File: src/design/sm3_pkg.sv
package sm3_pkg;

  localparam int WordWidth = 32;
  localparam int NumRounds = 64;

  typedef struct packed {
    logic [7:0] data_byte;
    logic       has_byte;
    logic       last;
  } sm3_in_t;

  typedef struct packed {
    logic [31:0] digest_word;
    logic [2:0]  word_index;
    logic        last_word;
  } sm3_out_t;

  typedef enum logic [2:0] {
    ST_IDLE,
    ST_PAD,
    ST_LOAD,
    ST_COMP,
    ST_FINAL,
    ST_EMIT
  } sm3_state_t;

  // Commands from controller to datapath.
  typedef struct packed {
    logic take_byte;
    logic pad_start;
    logic len_fill;
    logic round_start;
    logic round_step;
    logic round_done;
    logic reset_state;
  } sm3_cmd_t;

  typedef struct packed {
    logic [5:0] fill_count;
    logic [5:0] round;
  } sm3_status_t;

  localparam logic [255:0] InitVec = {
    32'h7380166f, 32'h4914b2b9, 32'h172442d7, 32'hda8a0600,
    32'ha96f30bc, 32'h163138aa, 32'he38dee4d, 32'hb0fb0e4e
  };
  localparam logic [31:0] TjLow  = 32'h79cc4519;
  localparam logic [31:0] TjHigh = 32'h7a879d8a;
  localparam logic [7:0]  PadByte = 8'h80;

  function automatic logic [31:0] rotl(input logic [31:0] x, input logic [4:0] n);
    logic [63:0] t;
    t = {x, x} << n;
    return t[63:32];
  endfunction

  function automatic logic [31:0] perm0(input logic [31:0] x);
    return x ^ rotl(x, 5'd9) ^ rotl(x, 5'd17);
  endfunction

  function automatic logic [31:0] perm1(input logic [31:0] x);
    return x ^ rotl(x, 5'd15) ^ rotl(x, 5'd23);
  endfunction

endpackage

File: src/design/sm3_datapath.sv
module sm3_datapath
  import sm3_pkg::*;
(
  input  logic        clk,
  input  logic        rst,
  input  sm3_cmd_t    cmd,
  input  logic [7:0]  data_byte,
  input  logic [2:0]  out_sel,
  output sm3_status_t status,
  output logic [31:0] digest_word
);

  // The 64-byte block is held as sixteen big-endian words.
  logic [31:0] blk_word [16];
  logic [5:0]  fill_count;
  logic [60:0] total_bytes;
  logic [31:0] chain_value [8];
  logic [31:0] reg_a, reg_b, reg_c, reg_d, reg_e, reg_f, reg_g, reg_h;
  logic [31:0] w [16];
  logic [5:0]  round;

  logic [31:0] w_new, a12, ss1, ss2, tj, ff, gg, tt1, tt2;
  logic [31:0] a_next, c_next, e_next, g_next;
  logic [63:0] bit_len;
  logic [4:0]  lane_lsb;

  assign bit_len = {total_bytes, 3'b000};
  assign lane_lsb = {~fill_count[1:0], 3'b000};
  assign status.fill_count = fill_count;
  assign status.round = round;
  assign digest_word = chain_value[out_sel];

  // Sixteen-word window of the message schedule; w[0] is W[j], w[4] is W[j+4].
  always_comb begin
    w_new = perm1(w[0] ^ w[7] ^ rotl(w[13], 5'd15)) ^ rotl(w[3], 5'd7) ^ w[10];
    a12 = rotl(reg_a, 5'd12);
    tj = (round < 6'd16) ? TjLow : TjHigh;
    ss1 = rotl(a12 + reg_e + rotl(tj, round[4:0]), 5'd7);
    ss2 = ss1 ^ a12;
    if (round < 6'd16) begin
      ff = reg_a ^ reg_b ^ reg_c;
      gg = reg_e ^ reg_f ^ reg_g;
    end else begin
      ff = (reg_a & reg_b) | (reg_a & reg_c) | (reg_b & reg_c);
      gg = (reg_e & reg_f) | (~reg_e & reg_g);
    end
    tt1 = ff + reg_d + ss2 + (w[0] ^ w[4]);
    tt2 = gg + reg_h + ss1 + w[0];
    a_next = tt1;
    c_next = rotl(reg_b, 5'd9);
    e_next = perm0(tt2);
    g_next = rotl(reg_f, 5'd19);
  end

  // Block buffer: byte writes, pad writes, length writes.
  always_ff @(posedge clk) begin
    if (cmd.take_byte) begin
      blk_word[fill_count[5:2]][lane_lsb +: 8] <= data_byte;
    end else if (cmd.pad_start) begin
      for (int i = 0; i < 16; i++) begin
        for (int l = 0; l < 4; l++) begin
          if (6'(4*i+l) == fill_count) blk_word[i][8*(3-l) +: 8] <= PadByte;
          else if (6'(4*i+l) > fill_count) blk_word[i][8*(3-l) +: 8] <= 8'h00;
        end
      end
    end else if (cmd.len_fill) begin
      if (fill_count >= 6'd56) begin
        for (int i = 0; i < 14; i++) blk_word[i] <= '0;
      end
      blk_word[14] <= bit_len[63:32];
      blk_word[15] <= bit_len[31:0];
    end
  end

  always_ff @(posedge clk) begin
    if (rst || cmd.reset_state) begin
      fill_count <= '0;
      total_bytes <= '0;
      for (int k = 0; k < 8; k++) chain_value[k] <= InitVec[32*(7-k) +: 32];
    end else begin
      if (cmd.take_byte) begin
        fill_count <= fill_count + 6'd1;
        total_bytes <= total_bytes + 61'd1;
      end
      // The final round's results are folded in directly.
      if (cmd.round_done) begin
        chain_value[0] <= chain_value[0] ^ a_next;
        chain_value[1] <= chain_value[1] ^ reg_a;
        chain_value[2] <= chain_value[2] ^ c_next;
        chain_value[3] <= chain_value[3] ^ reg_c;
        chain_value[4] <= chain_value[4] ^ e_next;
        chain_value[5] <= chain_value[5] ^ reg_e;
        chain_value[6] <= chain_value[6] ^ g_next;
        chain_value[7] <= chain_value[7] ^ reg_g;
      end
    end
  end

  always_ff @(posedge clk) begin
    if (cmd.round_start) begin
      round <= '0;
      reg_a <= chain_value[0]; reg_b <= chain_value[1];
      reg_c <= chain_value[2]; reg_d <= chain_value[3];
      reg_e <= chain_value[4]; reg_f <= chain_value[5];
      reg_g <= chain_value[6]; reg_h <= chain_value[7];
      for (int k = 0; k < 16; k++) w[k] <= blk_word[k];
    end else if (cmd.round_step) begin
      round <= round + 6'd1;
      reg_d <= reg_c;
      reg_c <= c_next;
      reg_b <= reg_a;
      reg_a <= a_next;
      reg_h <= reg_g;
      reg_g <= g_next;
      reg_f <= reg_e;
      reg_e <= e_next;
      for (int k = 0; k < 15; k++) w[k] <= w[k+1];
      w[15] <= w_new;
    end
  end

endmodule

File: src/design/sm3_control.sv
module sm3_control
  import sm3_pkg::*;
(
  input  logic        clk,
  input  logic        rst,
  input  sm3_in_t     in_item,
  input  logic        in_valid,
  output logic        in_stall,
  input  logic        out_stall,
  output logic        out_valid,
  output logic [2:0]  out_sel,
  input  sm3_status_t status,
  output sm3_cmd_t    cmd
);

  sm3_state_t state, state_next;
  logic       final_pend;   // the message ends with the current transaction
  logic       padded;       // padding has been written for this message
  logic       second;       // a length-only block is still owed
  logic [2:0] word_cnt;
  logic       accept, comp_end, emit_end;

  assign accept = in_valid && !in_stall;
  assign comp_end = (state == ST_COMP) && (status.round == 6'(NumRounds - 1));
  assign emit_end = (state == ST_EMIT) && !out_stall && word_cnt == 3'd7;
  assign out_sel = word_cnt;

  always_comb begin
    state_next = state;
    unique case (state)
      ST_IDLE: begin
        if (accept) begin
          if (in_item.has_byte && status.fill_count == 6'd63) state_next = ST_LOAD;
          else if (in_item.last) state_next = ST_PAD;
        end
      end
      ST_PAD: begin
        if (status.fill_count >= 6'd56) state_next = ST_LOAD;
        else state_next = ST_FINAL;
      end
      ST_FINAL: state_next = ST_LOAD;
      ST_LOAD:  state_next = ST_COMP;
      ST_COMP: begin
        if (comp_end) begin
          if (second) state_next = ST_FINAL;
          else if (padded) state_next = ST_EMIT;
          else if (final_pend) state_next = ST_PAD;
          else state_next = ST_IDLE;
        end
      end
      ST_EMIT: begin
        if (emit_end) state_next = ST_IDLE;
      end
      default: state_next = ST_IDLE;
    endcase
  end

  always_comb begin
    cmd = '0;
    in_stall = (state != ST_IDLE);
    out_valid = (state == ST_EMIT);
    unique case (state)
      ST_IDLE:  cmd.take_byte = accept && in_item.has_byte;
      ST_PAD:   cmd.pad_start = 1'b1;
      ST_FINAL: cmd.len_fill = 1'b1;
      ST_LOAD:  cmd.round_start = 1'b1;
      ST_COMP: begin
        cmd.round_step = 1'b1;
        cmd.round_done = comp_end;
      end
      ST_EMIT: cmd.reset_state = emit_end;
      default: ;
    endcase
  end

  always_ff @(posedge clk) begin
    if (rst) begin
      state <= ST_IDLE;
      final_pend <= 1'b0;
      padded <= 1'b0;
      second <= 1'b0;
      word_cnt <= '0;
    end else begin
      state <= state_next;
      if (state == ST_IDLE && accept) final_pend <= in_item.last;
      if (state == ST_PAD) padded <= 1'b1;
      else if (emit_end) padded <= 1'b0;
      if (state == ST_PAD) second <= (status.fill_count >= 6'd56);
      if (state == ST_FINAL) second <= 1'b0;
      if (state == ST_EMIT && !out_stall) word_cnt <= word_cnt + 3'd1;
    end
  end

endmodule

File: src/design/sm3_hash_engine.sv
// SM3 hash engine taking one message byte per transaction. A byte that does
// not fill the 64-byte block is taken without a stall. A byte that fills it
// starts a compression of 64 rounds, one round per cycle in a single shared
// round unit with a rolling sixteen-word schedule, after a load state, and
// the input stalls until that compression ends. A transaction with last set
// pads, loads the length and compresses once or twice (twice when fewer than
// nine bytes remain free), after the compression of a block that its own byte
// filled, then delivers the digest as eight 32-bit words, most significant
// first, and returns to the initial vector.
module sm3_hash_engine
  import sm3_pkg::*;
(
  input  logic     clk,
  input  logic     rst,
  input  logic     in_valid,
  output logic     in_stall,
  input  sm3_in_t  in_data,
  output logic     out_valid,
  input  logic     out_stall,
  output sm3_out_t out_data
);

  sm3_cmd_t    cmd;
  sm3_status_t status;
  logic [2:0]  out_sel;
  logic [31:0] digest_word;

  sm3_control u_ctrl (
    .clk(clk), .rst(rst), .in_item(in_data), .in_valid(in_valid),
    .in_stall(in_stall), .out_stall(out_stall), .out_valid(out_valid),
    .out_sel(out_sel), .status(status), .cmd(cmd)
  );

  sm3_datapath u_dp (
    .clk(clk), .rst(rst), .cmd(cmd), .data_byte(in_data.data_byte),
    .out_sel(out_sel), .status(status), .digest_word(digest_word)
  );

  assign out_data.digest_word = digest_word;
  assign out_data.word_index = out_sel;
  assign out_data.last_word = (out_sel == 3'd7);

endmodule

File: config.mk
export PLATFORM = sky130hd
export DESIGN_NAME = sm3_hash_engine
export DESIGN_NICKNAME = d
export VERILOG_FILES = /design/src/design/sm3_pkg.sv /design/src/design/sm3_datapath.sv /design/src/design/sm3_control.sv /design/src/design/sm3_hash_engine.sv
export SDC_FILE = /design/constraint.sdc
export NUM_CORES = 2
export LEC_CHECK = 0
export BUFFER_PORTS_ARGS = -buffer_cell sky130_fd_sc_hd__buf_2
export CAP_MARGIN = 40
export CORE_ASPECT_RATIO = 1.1
export CORE_MARGIN = 2
export CORE_UTILIZATION = 30
export DETAILED_ROUTE_END_ITERATION = 10
export HOLD_SLACK_MARGIN = 0.02
export PLACE_DENSITY = 0.44
export SETUP_SLACK_MARGIN = 0.3
export SYNTH_ARGS = -nofsm -noshare
export SYNTH_HDL_FRONTEND = slang
export SYNTH_HIERARCHICAL = 1
export SYNTH_SLANG_ARGS = --single-unit
File: constraint.sdc
create_clock -name clk -period 10.8 [get_ports clk]
set_clock_uncertainty 0.1 [all_clocks]
set_input_delay 2.7 -clock clk [delete_from_list [all_inputs] [get_ports clk]]
set_output_delay 2.7 -clock clk [all_outputs]
set_load 0.05 [all_outputs]
-- Word-level counts from Yosys, hierarchy flattened
Memories as Yosys holds them, arrays and structs flattened. A register that Yosys moved wholly into a read port is not among the register bits.
Index checks and enable logic that the tools add are counted.
- multiplexer cells: 791
- magnitude comparators: 66
- reductions and logical operators: 18
- shift operators: 3
- bitwise gates (word level): 184
- equal/unequal tests: 75
- $add $sub $neg: 13
- operators with widths (kind ; number):
    32-bit two-way mux ; 45
    8-bit two-way mux ; 128
    32-bit XOR ; 22
    1-bit two-way mux ; 604
    32-bit adder ; 8
    6-bit equality test (first input constant) ; 32
    6-bit > comparator (first input constant) ; 32
    32-bit AND ; 5
    1-bit OR ; 152
    5-bit by 6-bit equality test with 1-bit output (first input constant) ; 16
    5-bit by 6-bit > comparator with 1-bit output (first input constant) ; 16
    32-bit OR ; 3
    64-bit by 5-bit left shift with 64-bit output ; 1
    61-bit by 1-bit adder with 61-bit output (second input constant) ; 1
    4-bit by 6-bit equality test with 1-bit output (first input constant) ; 8
    4-bit by 6-bit > comparator with 1-bit output (first input constant) ; 8
    32-bit NOT ; 1
    32-bit OR reduction ; 1
    8-bit by 7-bit variable shift with 32-bit output (first input constant) ; 1
    8-bit by 7-bit indexed part select with 32-bit output ; 1
    3-bit two-way mux ; 10
    26-bit two-way mux ; 1
    3-bit by 6-bit equality test with 1-bit output (first input constant) ; 4
    3-bit by 6-bit > comparator with 1-bit output (first input constant) ; 4
    other kinds (28) ; 46
- word-level logic and storage cells: 1169
- bits in registers: 338
- bits of input ports: 14
- bits in writable memories: 1280
- memories kept: 3
- memories (memory ; words ; bits a word ; read ports ; clocked after memory_dff ; wr ports ; RTL line ; RTL):
    u_dp.blk_word ; 16 ; 32 ; 16 ; 0 ; 16 ; sm3_datapath.sv:14 ; logic [31:0] blk_word [16];
    u_dp.w ; 16 ; 32 ; 16 ; 0 ; 16 ; sm3_datapath.sv:19 ; logic [31:0] w [16];
    u_dp.chain_value ; 8 ; 32 ; 9 ; 1 ; 8 ; sm3_datapath.sv:17 ; logic [31:0] chain_value [8];

-- Longest topological paths before layout
- word-level depth: 11
- depth in mapped cells: 42
- mapped depth without buffers: 37

-- Cells and area by module
The synthesis kept the hierarchy.
- by module, submodules not included (module ; cells an instance ; seq. area each (µm²) ; area an instance (µm²) ; instances):
    sm3_datapath ; 7529 ; 43051.3 ; 83816.6 ; 1
    sm3_control ; 68 ; 180.2 ; 609.3 ; 1
    sm3_hash_engine ; 1 ; 0.0 ; 6.3 ; 1

-- Worst setup path after synthesis
No wires, ideal clock.
- kind: register to register
- start: register u_ctrl.state[0]
- end: register u_dp.reg_a[0] (enable)
- arrival time: 10934 ps
- library setup time: 822 ps
- setup slack: -1057 ps
- required time: 9878 ps
- stages on the path, launching flop included: 7
- cell sequence: dfxtp_1 -> buf_2 -> nor3b_1 -> clkbuf_1 -> clkbuf_1 -> clkbuf_1 -> or2_2
- RTL lines (item ; RTL line ; RTL):
    start, declared ; sm3_control.sv:16 ; sm3_state_t state, state_next;
    start signal, assigned ; sm3_control.sv:84 ; state <= state_next;
    end signal, assigned ; sm3_datapath.sv:102 ; reg_a <= chain_value[0]; reg_b <= chain_value[1];
    end signal, assigned ; sm3_datapath.sv:112 ; reg_a <= a_next;
    end, declared ; sm3_datapath.sv:18 ; logic [31:0] reg_a, reg_b, reg_c, reg_d, reg_e, reg_f, reg_g, reg_h;

==> flow_summary.toml <==
[floorplan]
io_pins = 52
die_width_um = 509.8
start_util = 0.3013
std_cell_rows = 204
core-area_sq_mm = 0.2803
chipHeight_um = 560.4
die_area_sq_mm = 0.2857

[route]
detail-route-antenna-nets = 0
detailroute.via_count = 58483
wl_per_cell_um = 27.80
detailedRoute.firstPassIterationCount = 5
route.detailed.vias_per_inst = 5.086
drc = 0
drtIter0Drc = 5100
routed_wirelength_mm = 319.7

[flow_run]
max_cap_violations = 0

[cells_and_area]
layout.cells.non_filler = 11498
nets = 7935
final_common_cell = "nor2_1"
finalCoreUtilization = 0.3439
most-common-layout-cells = "nor2_1, edfxtp_1, mux2_2, nand2_1, a21oi_1"
multiInputGateArea_sq_mm = 0.03884
syn_to_final_growth_pct = 14.14
layout-drive-gt1-share = 0.1834
sequential_cell_area_sq_mm = 0.04324
filler_cell_count = 27951

[setup_path]
timing.critical_path.from_type = "flop"
worst_setup_path_end_kind = "flop"
required_ps = 11350
critPathSlowestCell = "a2111oi_1"
crit_top_cell = "fa_1"
timing.critical_path.fanout_max = 28
worst-endpoint-arrival_ps = 10340
crit_type = "flop to flop"
cpPeakStageDelay_ps = 560

[yosys]
synth_largest_type_area_fraction = 0.3852
synth_cell_type_count = 105
async_reset_ff_frac = 0
area_leader_netlist = "edfxtp_1"
synth.avg_cell_area_sq_um = 11.11
synth_warnings = 6
synth_seq_area_share = 0.5120
ys.flop_type = "edfxtp_1"
postSynthNetCount = 7908
synth_area_sq_mm = 0.08443
ys_top_cells_by_area = "edfxtp_1, dfxtp_1, mux2_2"
synth_enable_flop_cells = 1083
ys_ff_latch = 1618
synthCells = 7598

[grt]
gr-usage-all-layers = 0.2192
grt_max_degree = 159
grt_antenna_before_repair = 9
first_global_vias = 57287
grt_pass1_wl_mm = 447.6
grt_overflow = 0

[clocking]
clock_path_buffers = 4
clock-root-buffer = "clkbuf_16"
clkTransAtPathRegs_ps = 70
clock_tree_from_tritoncts = "built"
cts_htree_levels = 4
cts_inserted_buffers = 198
clkLatencyLatePin_ps = 910
cts_num_sinks = 1618

[timing]
finalSetupTns_ps = 0
timing.slew.headroom = 0.3033
report.final.slew_viol_count = 0
post_layout_worst_setup_margin_ps = 1012
fin_crit_ps = 9788
final_worst_path_cycle_share = 0.9063
finalSetupViolations = 0
worst-slew-pin-transition_ps = 1045
maxClockFrequency_mhz = 102.2
grt_setup_unrepaired = "no"
final-hold-violation-count = 0

[run_status]
status = "finished, final reports clean"

[place]
dpl.hpwl_mm = 239.0
placed_cells = 11129
port_buffers = 51
gpl.final_weighted_congestion = 0.9335
dp_slack_ps = 916.7

[hold_path]
hp-class = "flop to flop"
## cells in the mapped netlist (all sizes together) (27+ instances only)
cell type	count
a211oi	54
a21o	50
a21oi	541
a31oi	53
and2	33
and3	43
buf	38
clkbuf	363
dfxtp	535
edfxtp	1083
fa	188
ha	108
inv	254
mux2	752
mux2i	102
mux4	64
nand2	543
nand2b	71
nand3	113
nor2	1179
nor3	91
o21ai	317
o22ai	35
or2	27
or3	33
xnor2	492
xor2	183
## per-stage QoR
| step | cell area (sq um) | hold WS (ps) |
|---|---|---|
| 3_3_place_gp | 88750 | 353.7 |
| 6_report | 96370 | 369.1 |
| 4_1_cts | 96300 | 369.2 |
| 2_1_floorplan | 84430 | 336.3 |
| 3_5_place_dp | 89880 | 358.8 |
| 5_1_grt | 96360 | 393.7 |
## logic make-up after synthesis
| logic type | Yosys count | synth area share |
|---|---|---|
| compound gates | 1202 | 0.08227 |
| xor+xnor | 691 | 0.07442 |
| fa+ha+maj | 296 | 0.06058 |
| buf+inv | 658 | 0.02970 |
| flops | 1618 | 0.5120 |
| mux | 918 | 0.1295 |
| simple gates | 2215 | 0.1115 |
## critical path, delay by kind of cell, from the launching register on
kind,cells,cell delay [ps]
AOI/OAI and AO/OA,12,3160
adders and majority gates,7,2860
xor gates and xnor gates,3,1170
and+or+nand+nor,6,950
buffers and inverters,5,560
muxes,2,410
DFF,1,340
## sequential cells by signal (all words and copies together) (netlist names), 32 cells and up
name	cells
u_dp/blk_word	512
u_dp/w	512
u_dp/chain_value	256
u_dp/total_bytes	61
u_dp/reg_a	32
u_dp/reg_b	32
u_dp/reg_c	32
u_dp/reg_d	32
u_dp/reg_e	32
u_dp/reg_f	32
u_dp/reg_g	32
u_dp/reg_h	32
## metal layers
metal  share of wire  vias up  global-route usage
met4           0.047        4             0.09414
li1                -    26770                   -
met2            0.49     1564              0.3743
met3           0.041      448             0.02525
met5        0.000078        -                   0
met1            0.42    29697              0.2786
## final timing paths
path	startpoint	to	slack [ps]	cells after the start
min	u_ctrl/final_pend$_SDFFE_PP0P_	u_ctrl/final_pend$_SDFFE_PP0P_	370	2
max reg2reg	u_dp/round[5]$_SDFFE_PP0P_	u_dp/chain_value[4][26]$_SDFFCE_PN0P_	1010	35
min reg2reg	u_ctrl/final_pend$_SDFFE_PP0P_	u_ctrl/final_pend$_SDFFE_PP0P_	370	2
max	u_dp/round[5]$_SDFFE_PP0P_	u_dp/chain_value[4][26]$_SDFFCE_PN0P_	1010	35
## repair_timing
item / 4_1_cts / 5_1_grt
hold buffers: 0 / 0
buffers inserted: 0 / 2
gates resized for setup: 0 / 6
endpoints found under the setup margin: 0 / 23
## final cells by class
| class | instances | area share |
|---|---|---|
| sequential | 1618 | 0.4487 |
| multi-input combinational | 5322 | 0.4030 |
| clock buffer | 282 | 0.05812 |
| tap | 3708 | 0.04814 |
| timing repair buffer | 228 | 0.02327 |
| inverter | 257 | 0.01011 |
| clock inverter | 78 | 0.008517 |
| antenna | 5 | 0.0001298 |
Power is left out: the tool's default activity adds up to more than one toggle a clock period on the data nets, which glitch-free logic cannot reach.
